## config.mk

```make
export PLATFORM = sky130hd
export DESIGN_NAME = ttch_ctrl
export DESIGN_NICKNAME = d
export VERILOG_FILES = /design/src/rtl/two_table_cuckoo_hash_macros.svh /design/src/rtl/ttch_pkg.sv /design/src/rtl/ttch_ctrl.sv
export SDC_FILE = /design/constraint.sdc
export NUM_CORES = 1
export LEC_CHECK = 0
export ABC_CLOCK_PERIOD_IN_PS = 3400
export BUFFER_PORTS_ARGS = -buffer_cell sky130_fd_sc_hd__buf_2
export CAP_MARGIN = 20
export CORE_AREA = 3 3 40 42
export DETAILED_ROUTE_END_ITERATION = 6
export DIE_AREA = 0 0 43 45
export GPL_TIMING_DRIVEN = 0
export PLACE_DENSITY = 0.65
export SLEW_MARGIN = 5
export SYNTH_ARGS = -nofsm -noshare
export SYNTH_HDL_FRONTEND = slang
export SYNTH_SLANG_ARGS = --single-unit
export TNS_END_PERCENT = 30
```

## constraint.sdc

```tcl
create_clock -name i_clk -period 3.4 [get_ports i_clk]
set_input_delay 0.34 -clock i_clk [delete_from_list [all_inputs] [get_ports i_clk]]
set_output_delay 0.34 -clock i_clk [all_outputs]
set_load 0.02 [all_outputs]
```

## src/rtl/two_table_cuckoo_hash_macros.svh

```systemverilog
// Assertion helpers for the cuckoo hash block
`ifndef TWO_TABLE_CUCKOO_HASH_MACROS_SVH
`define TWO_TABLE_CUCKOO_HASH_MACROS_SVH

// Check that a condition implies a consequence in the same cycle
`define TTCH_ASSERT_IMPL(label, clk, rst_n, cond, cons, msg) \
    label: assert property (@(posedge clk) disable iff (!rst_n) (cond) |-> (cons)) \
        else $error(msg);

// Check that a condition implies a consequence in the next cycle
`define TTCH_ASSERT_NEXT(label, clk, rst_n, cond, cons, msg) \
    label: assert property (@(posedge clk) disable iff (!rst_n) (cond) |=> (cons)) \
        else $error(msg);

`endif

```

## src/rtl/ttch_pkg.sv

```systemverilog
`default_nettype none
package ttch_pkg;
    localparam int FIRST_DEPTH_DEF  = 32;
    localparam int SECOND_DEPTH_DEF = 32;
    localparam int MAX_PATH_DEF     = 64;

    localparam logic [1:0] OP_LOOKUP = 2'd0;
    localparam logic [1:0] OP_INSERT = 2'd1;
    localparam logic [1:0] OP_DELETE = 2'd2;

    localparam logic [1:0] ST_OK   = 2'd0;
    localparam logic [1:0] ST_MISS = 2'd1;
    localparam logic [1:0] ST_FULL = 2'd2;

    // Datapath commands
    localparam logic [3:0] CMD_NONE      = 4'd0;
    localparam logic [3:0] CMD_LOAD      = 4'd1;  // latch item
    localparam logic [3:0] CMD_HASH      = 4'd2;  // advance hash pipeline one stage
    localparam logic [3:0] CMD_PROBE     = 4'd3;  // read both home slots
    localparam logic [3:0] CMD_APPLY     = 4'd4;  // perform the simple operation
    localparam logic [3:0] CMD_WREAD     = 4'd5;  // read current walk slot
    localparam logic [3:0] CMD_WSTEP     = 4'd6;  // record path, hash the resident
    localparam logic [3:0] CMD_SREAD     = 4'd7;  // read path entry for shift
    localparam logic [3:0] CMD_SFETCH    = 4'd8;  // read source entry
    localparam logic [3:0] CMD_SMOVE     = 4'd9;  // move entry forward
    localparam logic [3:0] CMD_FINAL     = 4'd10; // place new key in first table
    localparam logic [3:0] CMD_FULL      = 4'd11; // report full

    typedef struct packed {
        logic [3:0] cmd;
    } t_ctl;

    typedef struct packed {
        logic need_walk;  // insert found key absent and both home slots occupied
        logic walk_empty; // current walk slot empty
        logic walk_limit; // walk depth reached the limit
        logic path_done;  // shift reached the start
        logic hash_done;  // hash pipeline finished
    } t_sts;

    function automatic logic [31:0] sar(input logic [31:0] x, input int n);
        sar = 32'($signed(x) >>> n);
    endfunction
endpackage
`default_nettype wire

```

## src/rtl/ttch_ctrl.sv

```systemverilog
`default_nettype none
module ttch_ctrl (
    input  wire logic          i_clk,
    input  wire logic          i_rst_n,
    input  wire logic          i_go,
    input  wire ttch_pkg::t_sts i_sts,
    output ttch_pkg::t_ctl     o_ctl,
    output logic               o_busy
);
    import ttch_pkg::*;

    localparam logic [3:0] S_IDLE  = 4'd0;
    localparam logic [3:0] S_HASH  = 4'd1;
    localparam logic [3:0] S_PROBE = 4'd2;
    localparam logic [3:0] S_APPLY = 4'd3;
    localparam logic [3:0] S_WREAD = 4'd4;
    localparam logic [3:0] S_WCHK  = 4'd5;
    localparam logic [3:0] S_WHASH = 4'd6;
    localparam logic [3:0] S_SREAD = 4'd7;
    localparam logic [3:0] S_SFET  = 4'd8;
    localparam logic [3:0] S_SMOVE = 4'd9;
    localparam logic [3:0] S_FINAL = 4'd10;
    localparam logic [3:0] S_FULL  = 4'd11;
    localparam logic [3:0] S_SCHK  = 4'd12;

    logic [3:0] r_state, n_state;

    always_ff @(posedge i_clk) begin
        if (!i_rst_n) r_state <= S_IDLE;
        else          r_state <= n_state;
    end

    // Sequence commands for the datapath
    always_comb begin
        n_state   = r_state;
        o_ctl.cmd = CMD_NONE;
        case (r_state)
            S_IDLE: begin
                if (i_go) begin
                    o_ctl.cmd = CMD_LOAD;
                    n_state   = S_HASH;
                end
            end
            S_HASH: begin
                o_ctl.cmd = CMD_HASH;
                if (i_sts.hash_done) n_state = S_PROBE;
            end
            S_PROBE: begin
                o_ctl.cmd = CMD_PROBE;
                n_state   = S_APPLY;
            end
            S_APPLY: begin
                o_ctl.cmd = CMD_APPLY;
                n_state   = i_sts.need_walk ? S_WREAD : S_IDLE;
            end
            S_WREAD: begin
                o_ctl.cmd = CMD_WREAD;
                n_state   = S_WCHK;
            end
            S_WCHK: begin
                // The limit ends the walk before the slot at that depth is looked at
                if (i_sts.walk_limit)      n_state = S_FULL;
                else if (i_sts.walk_empty) n_state = S_SCHK;
                else begin
                    o_ctl.cmd = CMD_WSTEP;
                    n_state   = S_WHASH;
                end
            end
            S_WHASH: begin
                o_ctl.cmd = CMD_HASH;
                if (i_sts.hash_done) n_state = S_WREAD;
            end
            S_SCHK: begin
                n_state = i_sts.path_done ? S_FINAL : S_SREAD;
            end
            S_SREAD: begin
                o_ctl.cmd = CMD_SREAD;
                n_state   = S_SFET;
            end
            S_SFET: begin
                o_ctl.cmd = CMD_SFETCH;
                n_state   = S_SMOVE;
            end
            S_SMOVE: begin
                o_ctl.cmd = CMD_SMOVE;
                n_state   = S_SCHK;
            end
            S_FINAL: begin
                o_ctl.cmd = CMD_FINAL;
                n_state   = S_IDLE;
            end
            S_FULL: begin
                o_ctl.cmd = CMD_FULL;
                n_state   = S_IDLE;
            end
            default: n_state = S_IDLE;
        endcase
    end

    assign o_busy = (r_state != S_IDLE);
endmodule
`default_nettype wire

```

==> flow_summary.json <==
{
  "postRouteAntennaNets": 0,
  "cts_post_setup_buffers_inserted": 0,
  "hold_class": "input port to flop",
  "worstPathMaxFanout": 10,
  "max-clock-path-buffers": 2,
  "worstRegToRegCells": 5,
  "area.growth.synth_to_final_pct": 20.5,
  "wire_per_inst_um": 12.8,
  "routed_via_density": 5.62,
  "layoutNonFillerInstCount": 97,
  "grt_start_max_net_pins": 11,
  "multi_input_comb_area_sq_um": 337,
  "floorplan.io_pins": 13,
  "drive_above_1_share_pct": 31.7,
  "report.final.hold_viol_count": 0,
  "sum_of_overflow_across_all_layers_after_global_routing": 0,
  "cap_viol_max_count": 0,
  "ys.flop_type": "dfxtp_1",
  "totalWireLength_mm": 1.24,
  "grt_use_met2_pct": 22.5,
  "synth.area.top_cells": "dfxtp_1 16%, buf_6 9.1%, nor2b_1 8.8%, o21ai_0 6.1%, buf_4 4.5%",
  "power.share.sequential_pct": 20.4,
  "groute.usage.overall_pct": 13.7,
  "rows": 13,
  "synth_most_common_cell": "nor2b_1",
  "sequential_fraction_of_the_synthesis_area_pct": 16.2,
  "clock-root-buffer": "clkbuf_4",
  "criticalPathCategory": "flop to primary output",
  "worstHoldEndpoint": "r_state[2]$_SDFFE_PN0P_",
  "largest_reg_flops": 4,
  "utilization_pct": 46.4,
  "critical_path_required_ns": 3.06,
  "power.net_switching_w": 0.000142,
  "cp_data_arrival_time_ns": 1.44,
  "cts-resized-gates": 0,
  "postSynth.asyncResetShare_pct": 0,
  "chipHeight_um": 45,
  "cts.sinks": 4,
  "initial_standard_cell_utilization_of_the_core_pct": 38.6,
  "peak_clock_frequency_supported_by_timing_mhz": 561,
  "finalCritPeriodShare_pct": 52.4,
  "clk_transition_reported_paths_ns": 0.04,
  "synth.ff_latch_count": 4,
  "final-setup-viol-count": 0,
  "worst_skew_pair.late_latency_ns": 0.23,
  "grt_antenna_before_repair": 0,
  "grt_setup_unrepaired": "no",
  "fin_worst_setup_slack_ns": 1.62,
  "worst_r2r_endpoint": "r_state[0]$_SDFFE_PN0P_",
  "synth_top_cells_by_count": "7 x nor2b_1, 6 x nor2_1, 6 x o21ai_0",
  "fill_cells": 139,
  "die_x_um": 43,
  "routed-via-count": 545,
  "synthCells": 67,
  "cts-htree-levels": 1,
  "gr-max-usage-layer": "met2",
  "dp_slack_ns": 1.88,
  "fin_setup_tns_ns": 0,
  "seqCellArea_sq_um": 80.1,
  "worst_ir_drop_vdd_uv": 183,
  "dpl.cell_count": 94,
  "crit_slowest_cell": "dfxtp_1",
  "grt_pass1_wl_mm": 2.05,
  "edff_count_synth": 0,
  "critical_path.cell_chain": "buf_4, buf_6, nand2b_1, a211oi_1, buf_2",
  "combPwrFrac_pct": 61.4,
  "design.die.area_sq_mm": 0.00194,
  "reg2reg_slack_ns": 2.19,
  "crit_path_start_kind": "flop",
  "p_leak_nw": 0.253,
  "max_flop_register": "r_state",
  "period_minus_slack_ns": 1.78,
  "tightest_slew_ns": 0.261,
  "max_slew_margin_pct": 82.5,
  "clock_buffer_count_from_cts": 3,
  "numPortBuffers": 12,
  "power_per_cell_area_mw_per_mm2": 532,
  "initialDrtViolationCount": 30,
  "final-max-slew-violation-count": 0,
  "result_of_the_run": "complete, no violations",
  "dp_hpwl_um": 885,
  "first_global_vias": 475,
  "antenna_cells": 0,
  "hp-start": "i_rst_n",
  "timing.rr.start": "r_state[3]$_SDFFE_PN0P_",
  "worst_hold_slack_across_all_endpoints_ns": 0.386,
  "critical_path.endpoint_type": "primary output",
  "grt_use_met3_pct": 5.18,
  "power_report.internal_total_w": 0.000175,
  "met1_usage_pct": 17.7,
  "nets": 92,
  "synth_cell_type_count": 27,
  "finalWeightedCongestion": 0.869,
  "syn_avg_cell_area_sq_um": 7.40,
  "delay_of_the_slowest_cell_on_the_worst_path_ns": 0.29,
  "route.detailed.drc": 0,
  "holdBufCountCts": 0,
  "fin_worst_skew_ns": 0.00573,
  "post_synth_instance_area_sq_um": 495,
  "reg.largest.list": "r_state x4",
  "sw_frac_of_total_pct": 44.8,
  "synth_largest_area_cell": "dfxtp_1",
  "synth_largest_type_area_fraction_pct": 16.2,
  "worstHoldPathCells": 2,
  "core-area_sq_mm": 0.00128,
  "cts_tree": "done",
  "clkPwrFrac_pct": 18.3,
  "drt_first_pass_iters": 4,
  "ys.warnings.count": 0,
  "synth_nets": 75
}
==> metrics by stage <==
| step | power (W) | cell area [sq um] |
|---|---|---|
| 2_1_floorplan | 0.000210 | 495 |
| 5_1_grt | 0.000343 | 597 |
| 6_report | 0.000317 | 597 |
| 4_1_cts | 0.000320 | 597 |
| 3_3_place_gp | 0.000258 | 574 |
| 3_5_place_dp | 0.000260 | 574 |
==> routing by layer <==
layer,share of wire (%),routed length (um),up-vias
met5,0,0,-
met4,0,0,0
met3,5.6,69,0
met2,47,587,18
met1,47,580,256
li1,-,-,271
==> worst max-delay path: cells and delay by family, from the launching register on <==
| kind | cells | cell delay, ns |
|---|---|---|
| compound gates | 1 | 0.24 |
| simple gates | 1 | 0.17 |
| flops | 1 | 0.29 |
| buf+inv | 3 | 0.50 |
==> placed cells by master, fill, tap and decap left out <==
master and instances:
inv_1 3, nor3b_1 2, nor2_4 1, o21ai_0 6
nor2b_1 7, nand3_1 2, o21ai_1 4, o32a_1 1
a32oi_2 1, nor4_2 1, nand2b_1 2, and2_1 1
buf_4 3, a32oi_1 1, a2bb2oi_1 1, o311a_1 1
a211oi_1 2, buf_6 4, nor2_1 6, nand4_1 1
nand2b_4 1, a311oi_1 1, dfxtp_1 4, buf_2 12
a21oi_1 4, clkbuf_4 3, mux2i_1 1, a31oi_1 1
nand2_1 5
==> cells by family after synthesis <==
| logic type | synth area share, % |
|---|---|
| DFF | 16.2 |
| muxes | 2.02 |
| and+or+nand+nor | 34.8 |
| buffers and inverters | 15.9 |
| AOI/OAI and AO/OA | 31.1 |
==> final cells by class <==
type	count	area share [%]
Buffer	7	11.3
Clock buffer	3	3.77
Inverter	3	1.89
Multi-Input combinational cell	53	56.4
Sequential cell	4	13.4
Tap cell	15	3.14
Timing Repair Buffer	12	10.1
==> worst max-delay path by stage <==
stage | startpoint | to | slack [ns]
3_5_place_dp | r_state[2]$_SDFFE_PN0P_ | o_ctl[1] | 1.88
6_report | r_state[2]$_SDFFE_PN0P_ | o_ctl[1] | 1.62
2_1_floorplan | r_state[2]$_SDFFE_PN0P_ | o_ctl[1] | 1.76
3_3_place_gp | r_state[2]$_SDFFE_PN0P_ | o_ctl[1] | 1.89
5_1_grt | r_state[2]$_SDFFE_PN0P_ | o_ctl[1] | 1.55
4_1_cts | r_state[2]$_SDFFE_PN0P_ | o_ctl[1] | 1.62
==> power by group through the flow <==
| stage | logic [W] | registers [W] | clock network (W) |
|---|---|---|---|
| after floorplan | 0.000146 | 0.0000640 | 0 |
| after global placement | 0.000192 | 0.0000656 | 0 |
| after detailed placement | 0.000194 | 0.0000657 | 0 |
| after CTS | 0.000194 | 0.0000646 | 0.0000618 |
| after global routing | 0.000213 | 0.0000654 | 0.0000649 |
| final | 0.000195 | 0.0000646 | 0.0000579 |
No activity file was read; power rests on OpenSTA's default activity.
